### src/design/dds_pkg.sv
// Shared constants, codes and structures of the device dispatch selector.
package dds_pkg;

  // Table depths and the length of the cell chain.
  localparam int MAX_DEVICES = 16;
  localparam int MAX_NODES   = 16;
  localparam int CHAIN_LEN   = (MAX_DEVICES > MAX_NODES) ? MAX_DEVICES : MAX_NODES;
  localparam int IDX_W       = (CHAIN_LEN > 1) ? $clog2(CHAIN_LEN) : 1;

  // Field widths.
  localparam int ACT_W   = 2;
  localparam int ENTRY_W = 4;
  localparam int CAT_W   = 3;
  localparam int PERF_W  = 16;
  localparam int LOAD_W  = 9;
  localparam int KIND_W  = 2;
  localparam int CNT_W   = 5;
  localparam int BONUS_W = 16;
  localparam int SCORE_W = 18;
  localparam int DEC_W   = 2;
  localparam int CFG_IDX_W  = 2;
  localparam int CFG_DATA_W = 16;
  localparam int FRAC_W  = 8;
  localparam int ECO_W   = 7;

  // Width used to compare slot numbers against counts and indexes.
  localparam int CMP_A = (IDX_W > CNT_W) ? IDX_W : CNT_W;
  localparam int CMP_W = (CMP_A > ENTRY_W) ? CMP_A : ENTRY_W;

  // Cycles from a dispatch beat until every cell score is valid.
  localparam int SCORE_CYC = 2;
  localparam int SCNT_W    = (SCORE_CYC > 1) ? $clog2(SCORE_CYC) : 1;

  // Fixed-point constants.
  localparam logic [LOAD_W-1:0]  Q_ONE       = 9'd256;
  localparam logic [ECO_W-1:0]   ECO_PENALTY = 7'd77;
  localparam logic [LOAD_W-1:0]  THRESH_RST  = 9'd128;
  localparam logic [BONUS_W-1:0] BONUS_RST   = 16'd5120;

  // Input actions.
  localparam logic [ACT_W-1:0] ACT_DEV      = 2'd0;
  localparam logic [ACT_W-1:0] ACT_NODE     = 2'd1;
  localparam logic [ACT_W-1:0] ACT_DISPATCH = 2'd2;

  // Device categories.
  localparam logic [CAT_W-1:0] CAT_CPU = 3'd0;
  localparam logic [CAT_W-1:0] CAT_GPU = 3'd1;
  localparam logic [CAT_W-1:0] CAT_NPU = 3'd2;
  localparam logic [CAT_W-1:0] CAT_DSP = 3'd3;

  // Decisions.
  localparam logic [DEC_W-1:0] DEC_OFFLOAD = 2'd0;
  localparam logic [DEC_W-1:0] DEC_LOCAL   = 2'd1;
  localparam logic [DEC_W-1:0] DEC_NONE    = 2'd2;

  // Configuration register indexes.
  localparam logic [CFG_IDX_W-1:0] CFG_DEVICE_COUNT = 2'd0;
  localparam logic [CFG_IDX_W-1:0] CFG_NODE_COUNT   = 2'd1;
  localparam logic [CFG_IDX_W-1:0] CFG_THRESHOLD    = 2'd2;
  localparam logic [CFG_IDX_W-1:0] CFG_BONUS        = 2'd3;

  // Controller states.
  typedef enum logic [2:0] {
    ST_IDLE,
    ST_SCORE,
    ST_START,
    ST_WALK,
    ST_DONE
  } state_t;

  // Table write broadcast to every cell.
  typedef struct packed {
    logic                dev_we;
    logic                node_we;
    logic [ENTRY_W-1:0]  index;
    logic [CAT_W-1:0]    category;
    logic [PERF_W-1:0]   perf;
    logic [LOAD_W-1:0]   load;
  } wr_t;

  // Dispatch status held for the whole selection.
  typedef struct packed {
    logic [CNT_W-1:0]    nd;
    logic [CNT_W-1:0]    nn;
    logic                use_node;
    logic [LOAD_W-1:0]   thresh;
    logic [LOAD_W-1:0]   thermal;
    logic                eco;
    logic                throttle;
    logic [KIND_W-1:0]   kind;
    logic [BONUS_W-1:0]  bonus;
  } disp_t;

  // Running selection passed from cell to cell.
  typedef struct packed {
    logic                vld;
    logic                node_any;
    logic [LOAD_W-1:0]   node_load;
    logic [IDX_W-1:0]    node_idx;
    logic                dev_have;
    logic [SCORE_W-1:0]  dev_score;
    logic [IDX_W-1:0]    dev_idx;
  } tok_t;

endpackage

### src/design/dds_ctrl.sv
// Sequencer of one dispatch and the result output register.
module dds_ctrl (
  input  logic                          clk,
  input  logic                          rst_n,
  input  logic                          disp_go,
  input  dds_pkg::disp_t                disp,
  input  dds_pkg::tok_t                 tail,
  output logic                          idle,
  output logic                          head_vld,
  output logic                          out_valid,
  input  logic                          out_ready,
  output logic [dds_pkg::DEC_W-1:0]     out_decision,
  output logic [dds_pkg::ENTRY_W-1:0]   out_target_index,
  output logic [dds_pkg::SCORE_W-1:0]   out_best_score
);
  import dds_pkg::*;

  state_t               state_r;
  state_t               state_nxt;
  logic [SCNT_W-1:0]    scnt_r;
  logic [SCNT_W-1:0]    scnt_nxt;
  logic                 res_load;
  logic                 out_load;
  logic [DEC_W-1:0]     dec_nxt;
  logic [ENTRY_W-1:0]   tgt_nxt;
  logic [SCORE_W-1:0]   best_nxt;
  logic [DEC_W-1:0]     res_dec_r;
  logic [ENTRY_W-1:0]   res_tgt_r;
  logic [SCORE_W-1:0]   res_best_r;
  logic                 out_valid_r;
  logic [DEC_W-1:0]     out_dec_r;
  logic [ENTRY_W-1:0]   out_tgt_r;
  logic [SCORE_W-1:0]   out_best_r;

  // Next state and strobes.
  always_comb begin
    state_nxt = state_r;
    scnt_nxt  = scnt_r;
    head_vld  = 1'b0;
    res_load  = 1'b0;
    out_load  = 1'b0;
    case (state_r)
      ST_IDLE: begin
        if (disp_go) begin
          state_nxt = ST_SCORE;
          scnt_nxt  = '0;
        end
      end
      ST_SCORE: begin
        if (32'(scnt_r) == SCORE_CYC - 1) begin
          state_nxt = ST_START;
        end else begin
          scnt_nxt = scnt_r + 1'b1;
        end
      end
      ST_START: begin
        head_vld  = 1'b1;
        state_nxt = ST_WALK;
      end
      ST_WALK: begin
        if (tail.vld) begin
          res_load  = 1'b1;
          state_nxt = ST_DONE;
        end
      end
      ST_DONE: begin
        if (!out_valid_r || out_ready) begin
          out_load  = 1'b1;
          state_nxt = ST_IDLE;
        end
      end
      default: begin
        state_nxt = ST_IDLE;
      end
    endcase
  end

  always_ff @(posedge clk) begin
    if (!rst_n) begin
      state_r <= ST_IDLE;
      scnt_r  <= '0;
    end else begin
      state_r <= state_nxt;
      scnt_r  <= scnt_nxt;
    end
  end

  // Final decision from the selection that left the last cell.
  always_comb begin
    dec_nxt  = DEC_NONE;
    tgt_nxt  = '0;
    best_nxt = '0;
    if (disp.use_node && tail.node_any && (tail.node_load < disp.thresh)) begin
      dec_nxt = DEC_OFFLOAD;
      tgt_nxt = ENTRY_W'(tail.node_idx);
    end else if (disp.nd != '0) begin
      dec_nxt  = DEC_LOCAL;
      tgt_nxt  = ENTRY_W'(tail.dev_idx);
      best_nxt = tail.dev_score;
    end
  end

  always_ff @(posedge clk) begin
    if (res_load) begin
      res_dec_r  <= dec_nxt;
      res_tgt_r  <= tgt_nxt;
      res_best_r <= best_nxt;
    end
  end

  // Output register: holds a beat until it is taken.
  always_ff @(posedge clk) begin
    if (!rst_n) begin
      out_valid_r <= 1'b0;
    end else if (out_load) begin
      out_valid_r <= 1'b1;
    end else if (out_ready) begin
      out_valid_r <= 1'b0;
    end
  end

  always_ff @(posedge clk) begin
    if (out_load) begin
      out_dec_r  <= res_dec_r;
      out_tgt_r  <= res_tgt_r;
      out_best_r <= res_best_r;
    end
  end

  assign idle             = (state_r == ST_IDLE);
  assign out_valid        = out_valid_r;
  assign out_decision     = out_dec_r;
  assign out_target_index = out_tgt_r;
  assign out_best_score   = out_best_r;

endmodule

### config.mk
export PLATFORM = sky130hd
export DESIGN_NAME = dds_ctrl
export DESIGN_NICKNAME = d
export VERILOG_FILES = /design/src/design/dds_pkg.sv /design/src/design/dds_ctrl.sv
export SDC_FILE = /design/constraint.sdc
export NUM_CORES = 1
export LEC_CHECK = 0
export ABC_AREA = 1
export ABC_CLOCK_PERIOD_IN_PS = 4100
export BUFFER_PORTS_ARGS = -buffer_cell sky130_fd_sc_hd__buf_2
export CAP_MARGIN = 20
export CELL_PAD_IN_SITES_DETAIL_PLACEMENT = 0
export CELL_PAD_IN_SITES_GLOBAL_PLACEMENT = 1
export CORE_ASPECT_RATIO = 1.75
export CORE_MARGIN = 10
export CORE_UTILIZATION = 34
export CTS_CLUSTER_DIAMETER = 100
export DETAILED_ROUTE_END_ITERATION = 12
export PLACE_DENSITY_LB_ADDON = 0.1
export SYNTH_ARGS = -nofsm -noshare
export SYNTH_HDL_FRONTEND = slang
export SYNTH_SLANG_ARGS = --single-unit
### constraint.sdc
create_clock -name clk -period 4.1 [get_ports clk]
set_input_delay 0.41 -clock clk [delete_from_list [all_inputs] [get_ports clk]]
set_output_delay 0.41 -clock clk [all_outputs]
set_load 0.005 [all_outputs]
### Word level (Yosys, flattened, before mapping)

Cells that the tools add are included.

| word-level totals | value |
|---|---|
| output and inout bits | 27 |
| input port bits | 91 |
| register bits | 53 |
| word-level logic and storage cells | 49 |

| cells by class | value |
|---|---|
| eq/ne operators | 8 |
| magnitude comparators | 1 |
| add/sub/neg operators | 1 |
| bitwise logic cells | 1 |
| reductions and logical operators | 11 |
| multiplexer cells | 18 |

Operators by type and width:

| kind | count |
|---|---|
| 3-bit one-hot mux with 5 select lines | 1 |
| 3-bit two-way mux | 4 |
| 9-bit < comparator | 1 |
| 1-bit two-way mux | 9 |
| 4-bit two-way mux | 2 |
| 2-bit != test (second input constant) | 4 |
| 3-bit by 2-bit equality test with 1-bit output (second input constant) | 2 |
| 5-bit nonzero test | 1 |
| 4-bit AND reduction | 1 |
| 2-bit nonzero test | 2 |
| 3-bit by 1-bit equality test with 1-bit output (second input constant) | 1 |
| 3-bit equality test (second input constant) | 1 |
| 3-bit logical NOT | 1 |
| 1-bit logical AND | 2 |
| 2-bit two-way mux | 1 |
| 1-bit one-hot mux with 2 select lines | 1 |
| 2-bit AND reduction | 1 |
| 2-bit OR reduction | 1 |
| 1-bit adder (second input constant) | 1 |
| 1-bit logical NOT | 1 |
| 1-bit logical OR | 1 |
| 1-bit inverter | 1 |

### Depth between registers and ports, before layout

| depth | value |
|---|---|
| word-level depth | 5 |
| depth in mapped cells | 11 |
| mapped depth without buffers | 10 |

### Worst setup path after synthesis

No wires, ideal clock.

| path | value |
|---|---|
| path kind | input -> register |
| start point | in out_ready |
| end point | reg out_best_r[0] (netlist: out_best_score[0]) (enable) |
| setup slack | 0.785 ns |
| cell stages on the path | 2 |
| path buffers | 0 |
| data required time | 3.631 ns |
| setup time | 0.469 ns |
| data arrival time | 2.845 ns |
| cells stage by stage | nor2_1 -> nor4_1 |

| on the way | value |
|---|---|
| word-level cells in the longest chain between the ends | 3 |

RTL lines:

| item | line | text |
|---|---|---|
| start: declaration | dds_ctrl.sv:11 | `input logic out_ready,` |
| 1-bit logical OR | dds_ctrl.sv:67 | `if (!out_valid_r \|\| out_ready) begin` |
| 1-bit two-way mux | dds_ctrl.sv:67 |  |
| 1-bit two-way mux | dds_ctrl.sv:42 | `case (state_r)` |
| named net out_load | dds_ctrl.sv:23 | `logic out_load;` |
| end signal: assignment | dds_ctrl.sv:126 | `out_best_r <= res_best_r;` |
| end: declaration | dds_ctrl.sv:33 | `logic [SCORE_W-1:0] out_best_r;` |

The timed path passes the listed nets, and every way through them passes these cells.
A chain may end at the register's enable or synchronous reset.

### Final worst setup path

| path | value |
|---|---|
| start point | reg state_r[1] |
| end point | reg res_best_r[13] (enable) |

| on the way | value |
|---|---|
| word-level cells in the longest chain between the ends | 2 |

RTL lines:

| item | line | text |
|---|---|---|
| start: declaration | dds_ctrl.sv:18 | `state_t state_r;` |
| start signal: assignment | dds_ctrl.sv:83 | `state_r <= state_nxt;` |
| 3-bit by 2-bit equality test with 1-bit output | dds_ctrl.sv:42 |  |
| 1-bit two-way mux | dds_ctrl.sv:42 |  |
| named net res_load | dds_ctrl.sv:22 | `logic res_load;` |
| end signal: assignment | dds_ctrl.sv:107 | `res_best_r <= best_nxt;` |
| end: declaration | dds_ctrl.sv:29 | `logic [SCORE_W-1:0] res_best_r;` |

The timed path passes the listed nets, and every way through them passes these cells.

==> impl_results.md <==
* First-pass GRT wire length at 7.45 mm
* Worst R2R Path Depth at 4
* Seq cells post-synth at between 50 and 60
* Tmin final at 1790 ps
* Diode count at 0
* Vias in the first global route at 1635
* Reg-to-reg endpoint: res_best_r[13]
* Critical path depth at 4
* Most frequent cells in the layout: 82 x buf_2, 48 x edfxtp_1, 46 x inv_1
* Hold slack at 371 ps
* Synth cell types at 21
* Std cell rows at 40
* Worst stage delay on the critical path at 680 ps
* CP required at 4010 ps
* Fin. Hold Viols at 0
* Gr busiest metal: met2
* PwrDens at 417 nW/µm²
* Crit path kind: reg -> reg
* Clock transition at the registers of the reported paths at 60 ps
* Initial antenna violation count at 0
* H-tree Lvls at 2
* Final HPWL DP at about 3.7 mm
* Max-Cap Viols at 0
* Critical Path Most Common Cell: nand2_1
* CTS sink cnt at between 50 and 60
* Overall routing resource usage at 0.0853
* Largest net degree at the start of global routing at 26
* WL/cell at 12.2 µm
* FILL cells at roughly 700
* Nets at between 300 and 400
* CP max FO at 24
* Port bufs at 82
* Layout Cells excl Fill at approximately 380
* HP Class: in -> reg
* Synth Cell Area at around 2400 µm²
* Relative slew slack at 0.383
* GPL Wtd Cong at between 0.8 and 0.9
* CP Cell Sequence: nand2_1, nor2_1, nand2_1, inv_1
* DRC at 0
* First-pass iteration count of the detailed router at 4
* Initial Utilization at 0.347
* F_max at 557 MHz
* Hold Startpoint: rst_n
* GR Overflow Total at 0
* Post_cts resized at 0
* Core footprint at 6810 µm²
* Yosys warns at 0
* Area delta synth->final at 27.6%
* Total power at 1.26 mW
* Cts bufs inserted at 5
* Routing usage on met3 at 0.0306
* Sink of the worst hold path: state_r[0]
* Met1 usage at 0.0848
* Root buffer cell: clkbuf_16
* Seq/Total Area, Yosys at 0.653
* Post-Route Utilization at 0.442
* Leakage at about 1.4 nW
* Drt initial violations at 66
* Cts hold-fix bufs at 0
* Antenna Violating Nets Remaining at 0
* Critical R2R Launch: state_r[1]
* RSZ-0062 raised after global routing: no
* Clock skew at between 4 and 5 ps
* Setup_tns at 0 ps
* Worst path slowest cell: inv_1
* Status: finished clean
* # setup viols final at 0
* Worst skew pair latency at roughly 290 ps
* Tcrit/Tclk final at 0.438
* Worst hold path depth at 3
* Worst path bufs/invs at 1
* Die H at 130 µm
* Vias per Instance at about 4.2
* Clock Path Buffers at 2
* WP data arrival at about 1700 ps
* Share of post-route cells with drive strength above 1 at 0.385
* Most common cell after layout, fill and taps aside: buf_2
* Final max-slew violation count at 0
* Worst path top cell family by delay: buffers and inverters
* Vias at 1575
* CP endpoint kind: flip-flop
* Top-Level Pins at ~120
* Syn Inst Count at around 200
* Die ar. at 10800 µm²
* Avg Inst Size Synth at 11.7 µm²
* Setup Buffers After CTS at 0
* CP startpoint kind: flip-flop
* R2r setup slk at 2310 ps
* Net Count, Synth at 300
* Peak VDD IR at 0.150 mV
* Chip width at 83.0 µm
* CTS tree: yes
* Routed WL at about 4.6 mm
* Met2 Resource Use GR at 0.150
* Placed Cells at around 370
* Worst-margin pin slew at 924 ps
## registers in the layout, summed over array words and instances, names as in the netlist, 2 cells and up
| name | count |
|---|---|
| out_best_score | 18 |
| out_decision | 2 |
| out_target_index | 4 |
| res_best_r | 18 |
| res_dec_r | 2 |
| res_tgt_r | 4 |
| state_r | 3 |
## Yosys cell counts
library cell   n  area share
nand3_1        4      0.0085
a21oi_1        3      0.0064
edfxtp_1      48        0.61
nor2_4        11       0.052
inv_2          2      0.0032
a21oi_4        1      0.0069
nor2_1        23       0.037
o21ai_0        2      0.0042
nand3_4        2       0.015
nor3_1         2      0.0042
inv_1         46       0.073
dfxtp_1        5       0.042
a21oi_2        1      0.0037
nand4_1        4       0.011
ha_1           8       0.042
nor4_1         1      0.0027
nand2_1       32       0.051
nand2_4        1      0.0048
nand2_2        3      0.0079
nand4_2        1      0.0053
buf_12         1      0.0085
## worst register-to-register path: cells and delay by family, from the launching register on
family | cells | cell delay (ps)
buf+inv | 1 | 680
flops | 1 | 440
simple gates | 3 | 290
## per-layer routing
metal,wire length [µm],part of all wire
met2,2340,0.51
met5,0,0
met3,304,0.067
met4,116,0.025
met1,1800,0.39
## power by group
part	leakage [nW]	internal (mW)	switching (mW)	total, mW
logic	0.849	0.0820	0.120	0.202
clock network	0.0681	0.228	0.175	0.402
registers	0.474	0.632	0.0205	0.652
## metrics by stage
step | area, µm² | worst slack, ps
6_report | 3010 | 2310
5_1_grt | 3010 | 2150
4_1_cts | 3010 | 2250
3_5_place_dp | 2870 | 2040
3_3_place_gp | 2870 | 2060
2_1_floorplan | 2360 | 785
## cells by family after synthesis
logic type | synth area share
flops | 0.653
compound gates | 0.0212
fa+ha+maj | 0.0424
simple gates | 0.199
buf+inv | 0.0848
## area by class of cell
cell class,count,area (µm²),area share
clock buffer,7,133,0.0440
timing repair buffer,83,418,0.139
multi-input combinational,99,626,0.208
sequential,53,1540,0.512
tap,84,105,0.0349
clock inverter,1,8.76,0.00291
inverter,48,180,0.0598
## worst max-delay path by stage
stage / start / endpoint / slack [ps]
3_3_place_gp: disp[37] / res_best_r[5] / 2060
5_1_grt: state_r[1] / res_best_r[13] / 2150
6_report: state_r[1] / res_best_r[13] / 2310
3_5_place_dp: disp[37] / res_best_r[1] / 2040
2_1_floorplan: out_ready / out_best_score[0] / 790
4_1_cts: state_r[1] / res_best_r[13] / 2250
No activity file was read; power rests on OpenSTA's default activity.
