### config.mk
export PLATFORM = sky130hd
export DESIGN_NAME = dds_cell
export DESIGN_NICKNAME = d
export VERILOG_FILES = /design/src/design/dds_pkg.sv /design/src/design/dds_cell.sv
export SDC_FILE = /design/constraint.sdc
export NUM_CORES = 1
export LEC_CHECK = 0
export BUFFER_PORTS_ARGS = -buffer_cell sky130_fd_sc_hd__clkbuf_2
export CORE_MARGIN = 3
export CORE_UTILIZATION = 50
export DETAILED_ROUTE_END_ITERATION = 10
export GPL_TIMING_DRIVEN = 0
export PLACE_DENSITY = 0.8
export SYNTH_ARGS = -nofsm -noshare
export SYNTH_HDL_FRONTEND = slang
export SYNTH_SLANG_ARGS = --single-unit
### constraint.sdc
create_clock -name clk -period 8.52 [get_ports clk]
set_clock_uncertainty 0.1 [all_clocks]
set_input_delay 0 -clock clk [delete_from_list [all_inputs] [get_ports clk]]
set_output_delay 0 -clock clk [all_outputs]
set_load 0.01 [all_outputs]
### src/design/dds_pkg.sv
// Shared constants, codes and structures of the device dispatch selector.
package dds_pkg;

  // Table depths and the length of the cell chain.
  localparam int MAX_DEVICES = 16;
  localparam int MAX_NODES   = 16;
  localparam int CHAIN_LEN   = (MAX_DEVICES > MAX_NODES) ? MAX_DEVICES : MAX_NODES;
  localparam int IDX_W       = (CHAIN_LEN > 1) ? $clog2(CHAIN_LEN) : 1;

  // Field widths.
  localparam int ACT_W   = 2;
  localparam int ENTRY_W = 4;
  localparam int CAT_W   = 3;
  localparam int PERF_W  = 16;
  localparam int LOAD_W  = 9;
  localparam int KIND_W  = 2;
  localparam int CNT_W   = 5;
  localparam int BONUS_W = 16;
  localparam int SCORE_W = 18;
  localparam int DEC_W   = 2;
  localparam int CFG_IDX_W  = 2;
  localparam int CFG_DATA_W = 16;
  localparam int FRAC_W  = 8;
  localparam int ECO_W   = 7;

  // Width used to compare slot numbers against counts and indexes.
  localparam int CMP_A = (IDX_W > CNT_W) ? IDX_W : CNT_W;
  localparam int CMP_W = (CMP_A > ENTRY_W) ? CMP_A : ENTRY_W;

  // Cycles from a dispatch beat until every cell score is valid.
  localparam int SCORE_CYC = 2;
  localparam int SCNT_W    = (SCORE_CYC > 1) ? $clog2(SCORE_CYC) : 1;

  // Fixed-point constants.
  localparam logic [LOAD_W-1:0]  Q_ONE       = 9'd256;
  localparam logic [ECO_W-1:0]   ECO_PENALTY = 7'd77;
  localparam logic [LOAD_W-1:0]  THRESH_RST  = 9'd128;
  localparam logic [BONUS_W-1:0] BONUS_RST   = 16'd5120;

  // Input actions.
  localparam logic [ACT_W-1:0] ACT_DEV      = 2'd0;
  localparam logic [ACT_W-1:0] ACT_NODE     = 2'd1;
  localparam logic [ACT_W-1:0] ACT_DISPATCH = 2'd2;

  // Device categories.
  localparam logic [CAT_W-1:0] CAT_CPU = 3'd0;
  localparam logic [CAT_W-1:0] CAT_GPU = 3'd1;
  localparam logic [CAT_W-1:0] CAT_NPU = 3'd2;
  localparam logic [CAT_W-1:0] CAT_DSP = 3'd3;

  // Decisions.
  localparam logic [DEC_W-1:0] DEC_OFFLOAD = 2'd0;
  localparam logic [DEC_W-1:0] DEC_LOCAL   = 2'd1;
  localparam logic [DEC_W-1:0] DEC_NONE    = 2'd2;

  // Configuration register indexes.
  localparam logic [CFG_IDX_W-1:0] CFG_DEVICE_COUNT = 2'd0;
  localparam logic [CFG_IDX_W-1:0] CFG_NODE_COUNT   = 2'd1;
  localparam logic [CFG_IDX_W-1:0] CFG_THRESHOLD    = 2'd2;
  localparam logic [CFG_IDX_W-1:0] CFG_BONUS        = 2'd3;

  // Controller states.
  typedef enum logic [2:0] {
    ST_IDLE,
    ST_SCORE,
    ST_START,
    ST_WALK,
    ST_DONE
  } state_t;

  // Table write broadcast to every cell.
  typedef struct packed {
    logic                dev_we;
    logic                node_we;
    logic [ENTRY_W-1:0]  index;
    logic [CAT_W-1:0]    category;
    logic [PERF_W-1:0]   perf;
    logic [LOAD_W-1:0]   load;
  } wr_t;

  // Dispatch status held for the whole selection.
  typedef struct packed {
    logic [CNT_W-1:0]    nd;
    logic [CNT_W-1:0]    nn;
    logic                use_node;
    logic [LOAD_W-1:0]   thresh;
    logic [LOAD_W-1:0]   thermal;
    logic                eco;
    logic                throttle;
    logic [KIND_W-1:0]   kind;
    logic [BONUS_W-1:0]  bonus;
  } disp_t;

  // Running selection passed from cell to cell.
  typedef struct packed {
    logic                vld;
    logic                node_any;
    logic [LOAD_W-1:0]   node_load;
    logic [IDX_W-1:0]    node_idx;
    logic                dev_have;
    logic [SCORE_W-1:0]  dev_score;
    logic [IDX_W-1:0]    dev_idx;
  } tok_t;

endpackage

### src/design/dds_cell.sv
// One chain cell: a device and node slot, its score pipeline and the selection stage.
module dds_cell (
  input  logic                        clk,
  input  logic                        rst_n,
  input  logic [dds_pkg::IDX_W-1:0]   cell_idx,
  input  dds_pkg::wr_t                wr,
  input  dds_pkg::disp_t              disp,
  input  dds_pkg::tok_t               tok_in,
  output dds_pkg::tok_t               tok_out
);
  import dds_pkg::*;

  logic [CAT_W-1:0]          cat_r;
  logic [PERF_W-1:0]         perf_r;
  logic [LOAD_W-1:0]         load_r;
  logic [LOAD_W-1:0]         node_load_r;
  logic                      hit;
  logic                      dev_slot;
  logic                      node_slot;
  logic [LOAD_W-1:0]         avail;
  logic [PERF_W+LOAD_W-1:0]  p1_r;
  logic [PERF_W+2*LOAD_W-1:0] p2_full;
  logic [PERF_W-1:0]         base_r;
  logic [PERF_W+ECO_W-1:0]   eco_prod;
  logic [SCORE_W-1:0]        adj;
  logic                      bonus_hit;
  logic [SCORE_W-1:0]        score_r;
  logic                      dev_ok;
  logic                      node_ok;
  tok_t                      tok_nxt;
  tok_t                      tok_r;

  // Slot decode for table writes and for the active counts.
  assign hit       = CMP_W'(wr.index) == CMP_W'(cell_idx);
  assign dev_slot  = 32'(cell_idx) < MAX_DEVICES;
  assign node_slot = 32'(cell_idx) < MAX_NODES;
  assign dev_ok    = dev_slot && (CMP_W'(cell_idx) < CMP_W'(disp.nd));
  assign node_ok   = node_slot && (CMP_W'(cell_idx) < CMP_W'(disp.nn));

  // Table entries held in this cell.
  always_ff @(posedge clk) begin
    if (wr.dev_we && hit && dev_slot) begin
      cat_r  <= wr.category;
      perf_r <= wr.perf;
      load_r <= wr.load;
    end
    if (wr.node_we && hit && node_slot) begin
      node_load_r <= wr.load;
    end
  end

  // Available share of the device, with the load saturated at one.
  assign avail = (load_r > Q_ONE) ? '0 : Q_ONE - load_r;

  // Score pipeline: perf times availability, then times thermal factor.
  assign p2_full = p1_r * disp.thermal;

  always_ff @(posedge clk) begin
    p1_r   <= perf_r * avail;
    base_r <= p2_full[PERF_W+2*FRAC_W-1:2*FRAC_W];
  end

  // Governor adjustment and kind bonus.
  assign eco_prod  = base_r * ECO_PENALTY;
  assign bonus_hit = (disp.kind[0] && (cat_r == CAT_GPU)) ||
                     (disp.kind[1] && (cat_r == CAT_NPU));

  always_comb begin
    adj = SCORE_W'(base_r);
    if (disp.eco) begin
      if ((cat_r == CAT_NPU) || (cat_r == CAT_DSP)) begin
        adj = SCORE_W'({base_r, 1'b0});
      end else if ((cat_r == CAT_CPU) || (cat_r == CAT_GPU)) begin
        adj = SCORE_W'(eco_prod[PERF_W+ECO_W-1:FRAC_W]);
      end
    end else if (disp.throttle) begin
      adj = SCORE_W'(base_r >> 1);
    end
  end

  always_ff @(posedge clk) begin
    score_r <= adj + (bonus_hit ? SCORE_W'(disp.bonus) : '0);
  end

  // Selection stage: first least-loaded node and first strict maximum score.
  always_comb begin
    tok_nxt = tok_in;
    if (node_ok && (!tok_in.node_any || (node_load_r < tok_in.node_load))) begin
      tok_nxt.node_any  = 1'b1;
      tok_nxt.node_load = node_load_r;
      tok_nxt.node_idx  = cell_idx;
    end
    if (dev_ok && (!tok_in.dev_have || (score_r > tok_in.dev_score))) begin
      tok_nxt.dev_have  = 1'b1;
      tok_nxt.dev_score = score_r;
      tok_nxt.dev_idx   = cell_idx;
    end
  end

  always_ff @(posedge clk) begin
    if (!rst_n) begin
      tok_r.vld <= 1'b0;
    end else begin
      tok_r <= tok_nxt;
    end
  end

  assign tok_out = tok_r;

endmodule

# [Word level (Yosys, flattened, before mapping)]
# Cells that the tools add are included.
[word_totals] ff_bits=134 input_bits=127 out_inout_bits=38 wordCells=50
[classes] n_addsub=2 mul=3 n_lt_le_gt_ge=5 eq_ne=4 mux=8 reduce_logical=14
[op_table] op="$mux W16" count=3
[op_table] op="$mul A25 B9 Y32" count=1
[op_table] op="$mul A16 B9 Y25" count=1
[op_table] op="$mul A16 B7 Y23 const B" count=1
[op_table] op="$mux W22" count=1
[op_table] op="$add A18 B16 Y18" count=1
[op_table] op="$gt A18 B18 Y1" count=1
[op_table] op="$mux W18" count=1
[op_table] op="$mux W17" count=1
[op_table] op="$mux W13" count=1
[op_table] op="$lt A4 B5 Y1" count=2
[op_table] op="$gt A9 B9 Y1 const B" count=1
[op_table] op="$lt A9 B9 Y1" count=1
[op_table] op="$mux W9" count=1
[op_table] op="$sub A9 B9 Y9 const A" count=1
[op_table] op="$eq A3 B2 Y1 const B" count=2
[op_table] op="$logic_and A1 B1 Y1" count=6
[op_table] op="$logic_or A1 B1 Y1" count=5
[op_table] op="$eq A4 B4 Y1" count=1
[op_table] op="$eq A3 B1 Y1 const B" count=1
[op_table] op="$logic_not A3 Y1" count=1
[op_table] op="$logic_not A1 Y1" count=2

# [Depth between registers and ports, before layout]
[logic_depth] word_depth=6 mapped_depth=26 ltp_nobuf=25

# [Worst setup path after synthesis]
# No wires, ideal clock.
[synth_timing] path_type="register -> register" from="reg load_r[4]" to="reg p1_r[24]" arrival_time_ns=5.767 required_time_ns=8.342 slack_ns=2.575 path_stages_with_launch=24 n_path_buf=1 period_less_slack_ns=5.945 path_cell_list="edfxtp_1 -> or4_1 -> nor2_1 -> nand2_1 -> o21a_1 -> nor2_1 -> buf_2 -> nand2_1 -> fa_1 -> inv_1 -> fa_1 -> inv_1 -> fa_1 -> fa_1 -> inv_1 -> ha_1 -> o21ai_1 -> a21boi_1 -> o21bai_1 -> a21oi_1 -> nor4_2 -> o31ai_1 -> and4_1 -> nor3_1"
[synth_via] elab_chain_len=3 elab_cells_between_ends=4 cone_classes="add/sub: 1; mul: 1; order compare: 1; mux: 1"
[synth_rtl] element="start, declared" line="dds_cell.sv:15" text="logic [LOAD_W-1:0] load_r;"
[synth_rtl] element="start signal, assigned" line="dds_cell.sv:45" text="load_r <= wr.load;"
[synth_rtl] element="$sub A9 B9 Y9 / $gt A9 B9 Y1 (equally long branches)" line="dds_cell.sv:53" text="assign avail = (load_r > Q_ONE) ? '0 : Q_ONE - load_r;"
[synth_rtl] element="$mux W9 *" line="dds_cell.sv:53"
[synth_rtl] element="$mul A16 B9 Y25 *" line="dds_cell.sv:59" text="p1_r <= perf_r * avail;"
[synth_rtl] element="end signal, assigned" line="dds_cell.sv:59"
[synth_rtl] element="end, declared" line="dds_cell.sv:21" text="logic [PERF_W+LOAD_W-1:0] p1_r;"
# Mark *: on every way between the ends. The rest lies on a longest branch, timed or not.
# A chain may end at the register's enable or synchronous reset.

# [Worst setup path in the final report]
[layout_timing] from="reg load_r[0]" to="reg p1_r[24]"
# The elaborated chain is that of the path after synthesis.

==> results by group <==
Route
  • Detailed Route Iter0 Violations: 1001
  • Remaining DRCs: 0
  • Drt via density: 5.44
  • Number of detailed-routing iterations run before antenna repair: 6
  • Average wire per cell in the routed design: 16.7 microns
  • Aggregate routed wire length: 47100 microns
  • Via total after detailed routing: 15400
  • Count of nets left with antenna violations after detail routing: 0

Worst setup path
  • Largest stage delay on the critical path: 1.03 ns
  • Type of the setup path with the least slack: flop to flop
  • Cells traversed along the worst timing path: inv_1 > ha_1 > inv_1 > mux2_2 > nor4_1 > clkbuf_1 > nand2_1 > fa_1 > fa_1 > inv_1 > fa_1 > inv_1 > fa_1 > inv_1 > ha_1 > a21boi_1 > o21bai_1 > a21oi_1 > nor4_2 > o31ai_1 > and4_1 > nor3_1
  • Critical Path Fanout Max: 10
  • Endpoint kind of the worst setup timing path: flop
  • Most frequent CP cell: sky130_fd_sc_hd__inv_1
  • Data arrival time at the worst-slack endpoint: 7.45 ns
  • Worst Path Required: 8.74 ns
  • Standard cell with the maximum stage delay on the critical path: sky130_fd_sc_hd__nor4_1
  • Crit path launch type: flop

Logic synthesis
  • Share of the yosys chip area belonging to registers: 18.0%
  • Netlist area before placement: 0.0191 sq mm
  • Average size of a mapped cell: 9.27 sq um
  • Number of warning messages in the yosys log: 0
  • Most area-hungry cell type in the Yosys netlist: sky130_fd_sc_hd__fa_1
  • Area share of the largest cell type after synthesis: 29.7%
  • Total of flip-flops plus latches after synthesis: 134
  • Number of enable flip-flop cells after synthesis: 74
  • Cell with the most instances after synthesis: sky130_fd_sc_hd__inv_1
  • Primary flip-flop cell chosen by synthesis mapping: sky130_fd_sc_hd__edfxtp_1
  • Number of library cell types mapped by synthesis: 76
  • Total nets after synthesis: 2663
  • Gate count of the mapped netlist: 2056
  • Top cell types by occurrence after synthesis: 398 x sky130_fd_sc_hd__inv_1, 283 x sky130_fd_sc_hd__fa_1, 247 x sky130_fd_sc_hd__nand2_1
  • Async S/R FF share, synth: 0%
  • Cell types occupying the most area after synthesis: sky130_fd_sc_hd__fa_1 30%, sky130_fd_sc_hd__ha_1 13%, sky130_fd_sc_hd__edfxtp_1 12%, sky130_fd_sc_hd__inv_1 7.8%, sky130_fd_sc_hd__dfxtp_1 6.3%

Layout
  • Sequential cell area: 0.00342 sq mm
  • # fillers: 3079
  • Antenna diodes: 0
  • Layout cells sized above 1: 9.82%
  • Area added between synthesis and finish: 14.7%
  • NumNets Final: 2917
  • Area of combinational cells with multiple inputs: 0.0138 sq mm

Die
  • Initial cell density of the core: 51.4%
  • Area of the core: 0.0370 sq mm
  • Standard-cell rows: 70
  • Width of the die: 201 microns
  • Die ar.: 0.0405 sq mm
  • Number of top-level design ports: 165
  • Die boundary height: 201 microns

CTS
  • Maximum clock insertion buffer count: 2
  • Number of CTS-inserted buffers: 17
  • Setup repair bufs after CTS: 0
  • Number of cells upsized or downsized after cts: 0
  • Clk Tree Root Cell: sky130_fd_sc_hd__clkbuf_16
  • Insertion delay of the later-clocked pin in the worst-skew pair: 0.44 ns
  • CTS HTree Levels: 4
  • Clock-pin slew on the worst setup and hold paths: 0.06 ns
  • Sink Count: 134
  • CTS tree: built

Outcome
  • Result of the run: completed

Global route
  • Global route total overflow: 0
  • Number of global-route vias before repair: 16500
  • Total global-route track usage: 23.8%
  • Global-route wire length before repair: 78900 microns
  • Pin count of the biggest net entering global routing: 39
  • Number of antenna violations at the first check in global routing: 0

STA
  • Final critical-path required period: 7.23 ns
  • Final Cycle Share: 84.8%
  • Top achievable clock speed: 0.138 GHz
  • Final Setup Violations: 0
  • Max-slew headroom at the worst pin: 8.18%
  • Summed negative setup slack over all endpoints: 0 ns
  • RSZ-0062 raised after global routing: false
  • Final count of hold timing violations: 0
  • Number of pins with negative max-slew slack in the final report: 0
  • Slew at the pin with the worst max-slew slack: 1.36 ns

Flow run
  • Max-cap viol count: 0

Placed design
  • Placed wire-length estimate: 37600 microns
  • Final weighted congestion of routability-driven global placement: 0.926
  • Number of port buffers: 150

Min path
  • Class of the tightest hold or removal check: input port to flop
## kinds of logic after synthesis
family                   count (synthesis)  synth area share, %
adder cells (fa/ha/maj)                480                 42.7
buffers and inverters                  476                 9.49
multiplexers                            11                0.624
flip-flops                             134                 18.0
XOR/XNOR                                61                 2.80
AND/OR/NAND/NOR                        635                 17.0
AO/OA/AOI/OAI                          259                 9.47
## final timing paths
kind                            startpoint         end  slack, ns  depth (start not counted)
worst max-delay path             load_r[0]    p1_r[24]       1.29                         22
worst min-delay path               disp[7]  score_r[7]       0.04                          4
worst max register to register   load_r[0]    p1_r[24]       1.29                         22
worst min register to register  score_r[0]  tok_out[4]       0.46                          1
## worst max-delay path: cells and delay by family (launching register included)
kind | cells | cell delay [ns]
simple gates | 5 | 1.61
mux | 1 | 0.34
buf+inv | 6 | 0.84
compound gates | 4 | 1.09
fa+ha+maj | 6 | 2.70
flops | 1 | 0.40
## what timing repair did
item                                    4_1_cts  5_1_grt
endpoints found under the hold margin        91        0
hold buffers                                 85        0
endpoints found under the setup margin        0        0
## per-stage QoR
stage / cell area (sq um) / hold slack [ns] / instances / setup WS [ns] / utilization (%)
detailed placement: 20400 / 0.0786 / 2710 / 1.37 / 55.2
finish: 21900 / 0.0369 / 2826 / 1.29 / 59.0
global route: 21900 / 0.0527 / 2826 / 0.871 / 59.0
global placement: 20400 / 0.0766 / 2710 / 1.53 / 55.2
floorplan: 19100 / -0.00113 / 2056 / 2.58 / -
CTS: 21900 / 0.0124 / 2826 / 1.35 / 59.0
## state kept, by name, summed over array words and instances (netlist names)
signal	count
base_r	16
score_r	18
perf_r	16
tok_out	38
p1_r	25
node_load_r	9
cat_r	3
load_r	9
## per-layer routing
metal  vias to the layer above  global-route usage (%)  wire, microns
met4                         0                    9.29           1680
met5                         -                       0              0
met1                      7565                    28.4          18900
li1                       7074                       -              -
met3                       139                    4.47           2990
met2                       588                    42.6          23600
## cell type report
cell class / count / share of cell area (%)
flip-flops and latches: 134 / 15.7
plain buffers: 77 / 1.42
clock inverters: 14 / 0.681
clock buffers: 17 / 1.95
inverters: 399 / 6.85
well taps: 504 / 2.88
repair buffers: 235 / 7.32
multi-input cells: 1446 / 63.2
## cells in the final DEF, fill, tap and decap left out, drive strengths merged, types with 7 or more instances in the layout
master | netlist | layout
inv | 398 | 403
fa | 283 | 283
nand2 | 247 | 247
clkbuf | 58 | 225
ha | 197 | 197
and2 | 189 | 189
dlygate4sd3 | 0 | 85
edfxtp | 74 | 74
dfxtp | 60 | 60
a21oi | 56 | 56
a21o | 45 | 45
nand3 | 45 | 45
nor2 | 44 | 44
o21ai | 44 | 44
xnor2 | 36 | 36
xor2 | 25 | 25
nor3 | 22 | 22
nand4 | 20 | 20
buf | 19 | 19
nand2b | 15 | 15
a22oi | 13 | 13
o21a | 13 | 13
o211ai | 11 | 11
o22ai | 9 | 9
or3b | 9 | 9
a211oi | 9 | 9
nor2b | 8 | 8
or3 | 7 | 7
mux2 | 7 | 7
Power is not shown: default switching activity piles up to over one toggle a cycle in this logic, so the estimate is an artifact.
